**src/rtl/core/swmf_pkg.sv**
```systemverilog
// Shared types and constants of the sliding window median filter.
// No dependencies; used by swmf_cell and the top level.
`timescale 1ns / 1ps
`default_nettype none

package swmf_pkg;

   localparam int VALUE_WIDTH = 32;
   localparam int TIME_WIDTH  = 32;
   localparam int WS_WIDTH    = 5;
   localparam logic [WS_WIDTH-1:0] WS_RESET = 5'd5;

   typedef logic signed [VALUE_WIDTH-1:0] value_type;
   typedef logic [TIME_WIDTH-1:0]         stamp_type;

   // per-cycle control broadcast to every cell of the chain
   typedef struct packed {
      logic shift;   // take neighbor's sample, clear rank
      logic scan;    // compare against probe, update rank
   } cell_ctrl_type;

endpackage

`default_nettype wire

```
**src/rtl/core/sliding_window_median_filter_unit.sv**
```systemverilog
// Sliding window median filter: a request is taken while idle; when the window is
// full a rank scan over the first k cells runs, one probe cell per cycle,
// then a final state selects the median into the output register once the last
// result has been taken, and requests are taken again (it stays idle if none is due).
// Synchronous active-high reset empties the window and sets window_size to 5;
// sample cells are not cleared.
`timescale 1ns / 1ps
`default_nettype none

module sliding_window_median_filter_unit #(
   parameter int WINDOW_MAX = 16
) (
   input  wire                                     clock,
   input  wire                                     reset,
   input  wire                                     req_valid,
   output logic                                    req_ready,
   input  wire signed [swmf_pkg::VALUE_WIDTH-1:0]  req_sample_value,
   input  wire [swmf_pkg::TIME_WIDTH-1:0]          req_sample_time,
   input  wire                                     req_start_new,
   output logic                                    rsp_valid,
   input  wire                                     rsp_ready,
   output logic signed [swmf_pkg::VALUE_WIDTH-1:0] rsp_median_value,
   output logic [swmf_pkg::TIME_WIDTH-1:0]         rsp_median_time,
   input  wire                                     csr_write_enable,
   input  wire [swmf_pkg::WS_WIDTH-1:0]            csr_write_data
);

   localparam int IW = $clog2(WINDOW_MAX);
   localparam int KW = $clog2(WINDOW_MAX + 1);
   localparam int CW = (KW > swmf_pkg::WS_WIDTH) ? KW : swmf_pkg::WS_WIDTH;

   localparam logic [1:0] ST_IDLE = 2'd0;
   localparam logic [1:0] ST_SCAN = 2'd1;
   localparam logic [1:0] ST_FIN  = 2'd2;

   logic [1:0]                    state_ff, state_in;
   logic [swmf_pkg::WS_WIDTH-1:0] ws_ff, ws_in;
   logic [KW-1:0]                 fill_ff, fill_in;
   logic [KW-1:0]                 k_ff, k_in;
   logic [IW-1:0]                 scan_idx_ff, scan_idx_in;
   logic                          rsp_valid_ff, rsp_valid_in;
   swmf_pkg::value_type           rsp_value_ff, rsp_value_in;
   swmf_pkg::stamp_type           rsp_time_ff, rsp_time_in;

   logic [CW-1:0]                 ws_ext;
   logic [CW-1:0]                 k_sel;
   logic [KW-1:0]                 k_eff;
   logic [KW-1:0]                 fill_base;
   logic [KW-1:0]                 fill_next;
   logic [KW-1:0]                 mid_rank;
   logic [KW-1:0]                 time_pos;
   logic [IW-1:0]                 last_idx;
   logic                          req_accept;
   logic                          rsp_load;
   swmf_pkg::cell_ctrl_type       ctrl;
   swmf_pkg::value_type           probe_value;
   swmf_pkg::value_type           sel_value;

   swmf_pkg::value_type           cell_value [WINDOW_MAX];
   swmf_pkg::stamp_type           cell_time  [WINDOW_MAX];
   logic [IW-1:0]                 cell_rank  [WINDOW_MAX];

   assign req_ready  = (state_ff == ST_IDLE);
   assign req_accept = req_valid && req_ready;
   assign rsp_load   = (state_ff == ST_FIN) && (!rsp_valid_ff || rsp_ready);

   // effective window size: zero acts as one, clipped to the chain length
   always_comb begin
      ws_ext = CW'(ws_ff);
      if (ws_ext == '0) begin
         k_sel = CW'(1);
      end else if (ws_ext > CW'(WINDOW_MAX)) begin
         k_sel = CW'(WINDOW_MAX);
      end else begin
         k_sel = ws_ext;
      end
      k_eff = k_sel[KW-1:0];
   end

   // fill count after this request, saturating at the chain length
   assign fill_base = req_start_new ? '0 : fill_ff;
   assign fill_next = (fill_base < KW'(WINDOW_MAX)) ? (fill_base + KW'(1)) : fill_base;

   assign mid_rank = k_ff >> 1;
   assign time_pos = (k_ff - KW'(1)) - (k_ff >> 1);
   assign last_idx = IW'(k_ff - KW'(1));

   // cell control
   assign ctrl.shift  = req_accept;
   assign ctrl.scan   = (state_ff == ST_SCAN);
   assign probe_value = cell_value[scan_idx_ff];

   // chain of cells, newest sample in cell 0
   for (genvar g = 0; g < WINDOW_MAX; g++) begin : g_cell
      if (g == 0) begin : g_head
         swmf_cell #(.IDX_WIDTH(IW), .CELL_IDX(g)) u_cell (
            .clock       (clock),
            .ctrl        (ctrl),
            .prev_value  (req_sample_value),
            .prev_time   (req_sample_time),
            .probe_value (probe_value),
            .probe_idx   (scan_idx_ff),
            .cell_value  (cell_value[g]),
            .cell_time   (cell_time[g]),
            .cell_rank   (cell_rank[g])
         );
      end else begin : g_body
         swmf_cell #(.IDX_WIDTH(IW), .CELL_IDX(g)) u_cell (
            .clock       (clock),
            .ctrl        (ctrl),
            .prev_value  (cell_value[g-1]),
            .prev_time   (cell_time[g-1]),
            .probe_value (probe_value),
            .probe_idx   (scan_idx_ff),
            .cell_value  (cell_value[g]),
            .cell_time   (cell_time[g]),
            .cell_rank   (cell_rank[g])
         );
      end
   end

   // median pick: the active cell whose rank is k/2
   always_comb begin
      sel_value = '0;
      for (int i = 0; i < WINDOW_MAX; i++) begin
         if ((KW'(i) < k_ff) && (KW'(cell_rank[i]) == mid_rank)) begin
            sel_value = sel_value | cell_value[i];
         end
      end
   end

   // control and output register next state
   always_comb begin
      state_in     = state_ff;
      ws_in        = ws_ff;
      fill_in      = fill_ff;
      k_in         = k_ff;
      scan_idx_in  = scan_idx_ff;
      rsp_valid_in = rsp_valid_ff;
      rsp_value_in = rsp_value_ff;
      rsp_time_in  = rsp_time_ff;

      if (csr_write_enable) begin
         ws_in = csr_write_data;
      end
      if (rsp_valid_ff && rsp_ready) begin
         rsp_valid_in = 1'b0;
      end

      case (state_ff)
         ST_IDLE: begin
            if (req_accept) begin
               fill_in     = fill_next;
               k_in        = k_eff;
               scan_idx_in = '0;
               if (fill_next >= k_eff) begin
                  state_in = ST_SCAN;
               end
            end
         end
         ST_SCAN: begin
            scan_idx_in = scan_idx_ff + IW'(1);
            if (scan_idx_ff == last_idx) begin
               state_in = ST_FIN;
            end
         end
         ST_FIN: begin
            if (rsp_load) begin
               rsp_valid_in = 1'b1;
               rsp_value_in = sel_value;
               rsp_time_in  = cell_time[time_pos[IW-1:0]];
               state_in     = ST_IDLE;
            end
         end
         default: begin
            state_in = ST_IDLE;
         end
      endcase
   end

   // control registers
   always_ff @(posedge clock) begin
      if (reset) begin
         state_ff     <= ST_IDLE;
         ws_ff        <= swmf_pkg::WS_RESET;
         fill_ff      <= '0;
         rsp_valid_ff <= 1'b0;
      end else begin
         state_ff     <= state_in;
         ws_ff        <= ws_in;
         fill_ff      <= fill_in;
         rsp_valid_ff <= rsp_valid_in;
      end
   end

   // payload registers
   always_ff @(posedge clock) begin
      k_ff         <= k_in;
      scan_idx_ff  <= scan_idx_in;
      rsp_value_ff <= rsp_value_in;
      rsp_time_ff  <= rsp_time_in;
   end

   assign rsp_valid        = rsp_valid_ff;
   assign rsp_median_value = rsp_value_ff;
   assign rsp_median_time  = rsp_time_ff;

endmodule

`default_nettype wire

```
**src/rtl/core/swmf_cell.sv**
```systemverilog
// One cell of the window chain: holds a sample and its running rank.
// Depends on swmf_pkg.
`timescale 1ns / 1ps
`default_nettype none

module swmf_cell #(
   parameter int IDX_WIDTH = 4,
   parameter int CELL_IDX  = 0
) (
   input  wire                         clock,
   input  swmf_pkg::cell_ctrl_type     ctrl,
   input  swmf_pkg::value_type         prev_value,
   input  swmf_pkg::stamp_type         prev_time,
   input  swmf_pkg::value_type         probe_value,
   input  wire [IDX_WIDTH-1:0]         probe_idx,
   output swmf_pkg::value_type         cell_value,
   output swmf_pkg::stamp_type         cell_time,
   output logic [IDX_WIDTH-1:0]        cell_rank
);

   localparam logic [IDX_WIDTH-1:0] MY_IDX = IDX_WIDTH'(CELL_IDX);

   swmf_pkg::value_type    value_ff, value_in;
   swmf_pkg::stamp_type    time_ff, time_in;
   logic [IDX_WIDTH-1:0]   rank_ff, rank_in;
   logic                   probe_below;

   // probe sorts ahead of this cell; ties broken by cell position
   assign probe_below = (probe_value < value_ff) ||
                        ((probe_value == value_ff) && (probe_idx < MY_IDX));

   // sample shift and rank count
   always_comb begin
      value_in = value_ff;
      time_in  = time_ff;
      rank_in  = rank_ff;
      if (ctrl.shift) begin
         value_in = prev_value;
         time_in  = prev_time;
         rank_in  = '0;
      end else if (ctrl.scan && probe_below) begin
         rank_in = rank_ff + IDX_WIDTH'(1);
      end
   end

   always_ff @(posedge clock) begin
      value_ff <= value_in;
      time_ff  <= time_in;
      rank_ff  <= rank_in;
   end

   assign cell_value = value_ff;
   assign cell_time  = time_ff;
   assign cell_rank  = rank_ff;

endmodule

`default_nettype wire

```
**config.mk**
```make
export PLATFORM = sky130hd
export DESIGN_NAME = sliding_window_median_filter_unit
export DESIGN_NICKNAME = d
export VERILOG_FILES = /design/src/rtl/core/swmf_pkg.sv /design/src/rtl/core/sliding_window_median_filter_unit.sv /design/src/rtl/core/swmf_cell.sv
export SDC_FILE = /design/constraint.sdc
export NUM_CORES = 2
export LEC_CHECK = 0
export ABC_AREA = 1
export BUFFER_PORTS_ARGS = -buffer_cell sky130_fd_sc_hd__buf_2
export CAP_MARGIN = 20
export CORE_MARGIN = 2
export CORE_UTILIZATION = 35
export CTS_CLUSTER_DIAMETER = 80
export DETAILED_ROUTE_END_ITERATION = 10
export PLACE_DENSITY = 0.59
export SYNTH_ARGS = -nofsm -noshare
export SYNTH_HDL_FRONTEND = slang
export SYNTH_SLANG_ARGS = --single-unit
```
**constraint.sdc**
```tcl
create_clock -name clock -period 53.5 [get_ports clock]
set_clock_uncertainty 0.15 [all_clocks]
set_input_delay 2.675 -clock clock [delete_from_list [all_inputs] [get_ports clock]]
set_output_delay 2.675 -clock clock [all_outputs]
set_load 0.1 [all_outputs]
```
==> results.cfg <==
[routing]
detailroute.via_count = 47300
initialDrtViolationCount = 5987
post-route-drc-count = 0
sum_of_routed_wire_length_over_all_layers_um = 203000
routedWlPerCell_um = 24.3
routed_via_density = 5.67
drt_pass1_iterations = 9
antenna_violating_nets_remaining = 0

[logic_synthesis]
cell_count_after_synthesis = 5833
ys.warnings.count = 0
synth_sequential_area_ratio_pct = 55.6
netlist.area_leader.share_pct = 53.1
ys_dominant_reg_cell = sky130_fd_sc_hd__edfxtp_1
synth_enable_flop_cells = 1097
netlist-cell-type-count = 60
postSynth.asyncResetShare_pct = 0
synth_area_um2 = 62000
synth.largest_area_cell = sky130_fd_sc_hd__edfxtp_1
syn-num-nets = 6448
avgSynthCellArea_um2 = 10.6
synth-seq-cells = 1174
synth.area.top_cells = sky130_fd_sc_hd__edfxtp_1, sky130_fd_sc_hd__ha_1, sky130_fd_sc_hd__a21oi_1

[cells_and_area]
layout.cell_area.non_filler_um2 = 69500
layout.cells.most_common_list = sky130_fd_sc_hd__edfxtp_1, sky130_fd_sc_hd__a21oi_1, sky130_fd_sc_hd__inv_1
flow.area_growth_from_synthesis_pct = 12.1
filler_cell_count = 16900
layout.cells.most_common = sky130_fd_sc_hd__edfxtp_1
share_of_layout_cells_above_drive_strength_1_pct = 7.38
finalNetCount = 6525

[placed_design]
number_of_buffer_cells_added_on_primary_ports = 140
detailed_place.area_um2 = 65100
dp.final_hpwl_um = 133000
globalplace.congestion = 0.991

[setup_path]
critical_path_peak_fanout = 172
cp.buffers_inverters = 5
critical_path.reg2reg.endpoint = g_cell[2].g_body.u_cell.cell_rank[2]
end_kind = register
worst_path_largest_cell_delay_ns = 0.78
critPathTopFamily = buffers and inverters
critical_path_class = reg -> reg
start_kind = register
worst_ep_arrival_time_ns = 7.66
critPathSlowestCell = sky130_fd_sc_hd__o21ai_0
worstRegToRegCells = 19
wp_data_required_ns = 53.99
reg2reg_from = scan_idx_ff[0]
worstPathCellList = buf_12 > inv_6 > buf_4 > buf_4 > buf_16 > a21oi_1 > o21ai_0 > a21oi_1 > a2111o_1 > ha_1 > nand2_1 > nor2_1 > nand4_1 > nor4_1 > nand3_1 > o21ai_0 > nand2_1 > nand2_1 > a21oi_1
r2r_setup_slk_ns = 46.33

[die]
starting_density_of_the_core_pct = 35.2
io_pins = 141
fp.dieArea_um2 = 181000
rows = 154
floorplan.core_area_um2 = 176000
chipHeight_um = 425
die-width_um = 425

[clocking]
worst_setup_hold_path_clk_slew_ns = 0.06
postCtsResizedCells = 0
source_to_sink_clock_delay_at_the_later_pin_of_the_worst_skew_pair_ns = 0.81
cts_root_buffer = sky130_fd_sc_hd__clkbuf_16
ctsHtreeMaxLevel = 4
hold_fix_buffer_count_after_cts = 0
cts_sinks = 1174
post_cts_buffers = 0
clock_tree_from_tritoncts = done
cts_made_buffers = 136
clk_path_buf_depth = 3

[timing]
finalSetupViolations = 0
grt_setup_unrepaired = no
final_period_minus_worst_setup_slack_ns = 7.17
fin_crit_sh_pct = 13.4
setup-tns-final_ns = 0
final-max-slew-violation-count = 0
max_slew.worst_pin.slew_ns = 1.22
slew-limit-headroom_pct = 18.5
fmax_mhz = 140
finalHoldViolations = 0

[grt]
gr-usage-all-layers_pct = 21.9
grt_pass1_wl_um = 296000
first_global_vias = 44300
globalRoute.totalOverflow = 0
grt_max_degree = 200
antenna_found_initial = 9

[job]
cap_violations = 0

[pwr]
power-per-cell-area_nw_per_um2 = 69.0
p_leak_nw = 27.8
vdd.ir_drop.worst_mv = 0.0487

[min_path]
min_delay_worst_endpoint = g_cell[11].g_body.u_cell.cell_value[28]
hp-class = reg -> reg
worstHoldStart = g_cell[10].g_body.u_cell.cell_value[28]
worstHoldPathCells = 0

[status]
outcome = complete, no violations
-- worst reg2reg max path, stage by stage (launching register included) --
cell and delay (ns):
sky130_fd_sc_hd__edfxtp_1 0.41, sky130_fd_sc_hd__buf_12 0.27, sky130_fd_sc_hd__inv_6 0.58, sky130_fd_sc_hd__buf_4 0.68, sky130_fd_sc_hd__buf_4 0.31, sky130_fd_sc_hd__buf_16 0.36, sky130_fd_sc_hd__a21oi_1 0.12, sky130_fd_sc_hd__o21ai_0 0.12
sky130_fd_sc_hd__a21oi_1 0.09, sky130_fd_sc_hd__a2111o_1 0.75, sky130_fd_sc_hd__ha_1 0.43, sky130_fd_sc_hd__nand2_1 0.07, sky130_fd_sc_hd__nor2_1 0.16, sky130_fd_sc_hd__nand4_1 0.29, sky130_fd_sc_hd__nor4_1 0.72, sky130_fd_sc_hd__nand3_1 0.32
sky130_fd_sc_hd__o21ai_0 0.78, sky130_fd_sc_hd__nand2_1 0.24, sky130_fd_sc_hd__nand2_1 0.12, sky130_fd_sc_hd__a21oi_1 0.06
-- registers in the layout, summed over array words and instances (netlist names) --
| name | flops |
|---|---|
| rsp_median_time | 32 |
| ws_ext | 5 |
| g_cell.g_head.u_cell.cell_value | 32 |
| rsp_valid | 1 |
| scan_idx_ff | 4 |
| g_cell.g_body.u_cell.cell_time | 480 |
| fill_ff | 5 |
| k_ff | 5 |
| g_cell.g_body.u_cell.cell_value | 480 |
| g_cell.g_body.u_cell.cell_rank | 60 |
| g_cell.g_head.u_cell.cell_rank | 4 |
| state_ff | 2 |
| rsp_median_value | 32 |
| g_cell.g_head.u_cell.cell_time | 32 |
-- kinds of logic (layout without fill, tap and decap cells) --
logic type	after synthesis	count (layout)	synth area share [%]
AOI/OAI and AO/OA	1728	1728	16.4
xor gates and xnor gates	81	81	1.16
adders and majority gates	540	540	10.9
buffers and inverters	947	1130	6.04
DFF	1174	1174	55.6
muxes	64	64	1.03
other	0	1	0
and+or+nand+nor	1299	1299	8.93
-- metrics by stage --
step                power, mW  hold slack, ns  std cells  utilization (%)  setup WS, ns
floorplan                3.23           0.271       5833                -         20.76
global placement         3.80           0.275       8109             37.0         45.56
detailed placement       3.82           0.278       8111             37.0         45.40
CTS                      4.77           0.282       8355             39.5         46.07
global route             5.11           0.294       8356             39.5         45.95
finish                   4.80           0.281       8357             39.5         46.33
-- worst max path at each step --
stage                         from                                    end  slack, ns  cells past startpoint
floorplan                req_valid   g_cell[0].g_head.u_cell.cell_time[0]      20.76                      3
global placement         req_valid  g_cell[12].g_body.u_cell.cell_time[9]      45.56                      8
detailed placement       req_valid  g_cell[2].g_body.u_cell.cell_time[10]      45.40                      8
CTS                 scan_idx_ff[0]   g_cell[2].g_body.u_cell.cell_rank[3]      46.07                     18
global route             req_valid  g_cell[11].g_body.u_cell.cell_time[7]      45.95                      8
finish              scan_idx_ff[0]   g_cell[2].g_body.u_cell.cell_rank[2]      46.33                     19
-- final cells by class --
| type | instances | area [um2] | area share, % |
|---|---|---|---|
| inverters | 686 | 2590 | 3.73 |
| well taps | 2340 | 2930 | 4.21 |
| repair buffers | 200 | 1200 | 1.73 |
| flip-flops and latches | 1174 | 34500 | 49.6 |
| clock buffers | 175 | 3620 | 5.21 |
| multi-input cells | 3712 | 23900 | 34.4 |
| diodes | 1 | 2.50 | 0.00360 |
| clock inverters | 69 | 771 | 1.11 |
-- Yosys cell counts, types with 3 or more instances --
| master | count |
|---|---|
| sky130_fd_sc_hd__buf_6 | 11 |
| sky130_fd_sc_hd__a2111o_1 | 31 |
| sky130_fd_sc_hd__o221ai_1 | 112 |
| sky130_fd_sc_hd__o21ai_0 | 503 |
| sky130_fd_sc_hd__dfxtp_1 | 77 |
| sky130_fd_sc_hd__o21ai_1 | 16 |
| sky130_fd_sc_hd__a21boi_0 | 3 |
| sky130_fd_sc_hd__buf_2 | 46 |
| sky130_fd_sc_hd__inv_2 | 14 |
| sky130_fd_sc_hd__a31oi_1 | 45 |
| sky130_fd_sc_hd__ha_1 | 539 |
| sky130_fd_sc_hd__or3_1 | 3 |
| sky130_fd_sc_hd__mux2i_1 | 64 |
| sky130_fd_sc_hd__nand2_1 | 599 |
| sky130_fd_sc_hd__o211ai_1 | 18 |
| sky130_fd_sc_hd__nor3_1 | 30 |
| sky130_fd_sc_hd__nor2_1 | 397 |
| sky130_fd_sc_hd__o21bai_1 | 9 |
| sky130_fd_sc_hd__buf_4 | 9 |
| sky130_fd_sc_hd__nand3_1 | 113 |
| sky130_fd_sc_hd__o22ai_1 | 94 |
| sky130_fd_sc_hd__a221oi_1 | 21 |
| sky130_fd_sc_hd__or4_1 | 14 |
| sky130_fd_sc_hd__o2111ai_1 | 21 |
| sky130_fd_sc_hd__a211oi_1 | 43 |
| sky130_fd_sc_hd__nand2_2 | 11 |
| sky130_fd_sc_hd__xor2_1 | 62 |
| sky130_fd_sc_hd__edfxtp_1 | 1097 |
| sky130_fd_sc_hd__nand3b_1 | 7 |
| sky130_fd_sc_hd__a2111oi_0 | 12 |
| sky130_fd_sc_hd__nand4_1 | 76 |
| sky130_fd_sc_hd__o21a_1 | 19 |
| sky130_fd_sc_hd__o32ai_1 | 64 |
| sky130_fd_sc_hd__nor2_4 | 3 |
| sky130_fd_sc_hd__inv_1 | 670 |
| sky130_fd_sc_hd__a21oi_1 | 703 |
| sky130_fd_sc_hd__a21o_1 | 7 |
| sky130_fd_sc_hd__nor4_1 | 30 |
| sky130_fd_sc_hd__or2_2 | 3 |
| sky130_fd_sc_hd__buf_1 | 18 |
| sky130_fd_sc_hd__nand3_2 | 3 |
| sky130_fd_sc_hd__clkbuf_1 | 176 |
| sky130_fd_sc_hd__xnor2_1 | 18 |
| sky130_fd_sc_hd__a21oi_2 | 3 |
-- layer usage --
layer / track usage [%] / vias up / routed length [um]
met1: 29.7 / 22800 / 84300
met2: 33.0 / 2448 / 89200
met3: 4.74 / 576 / 18900
met5: 0 / - / 36
met4: 11.1 / 6 / 11000
li1: - / 21500 / -
-- power by group --
part | switching (mW) | internal (mW) | total, mW
combinational | 1.68 | 0.716 | 2.40
sequential | 0.144 | 1.33 | 1.48
clock | 0.400 | 0.525 | 0.925
Power figures use the tool's default switching activity.
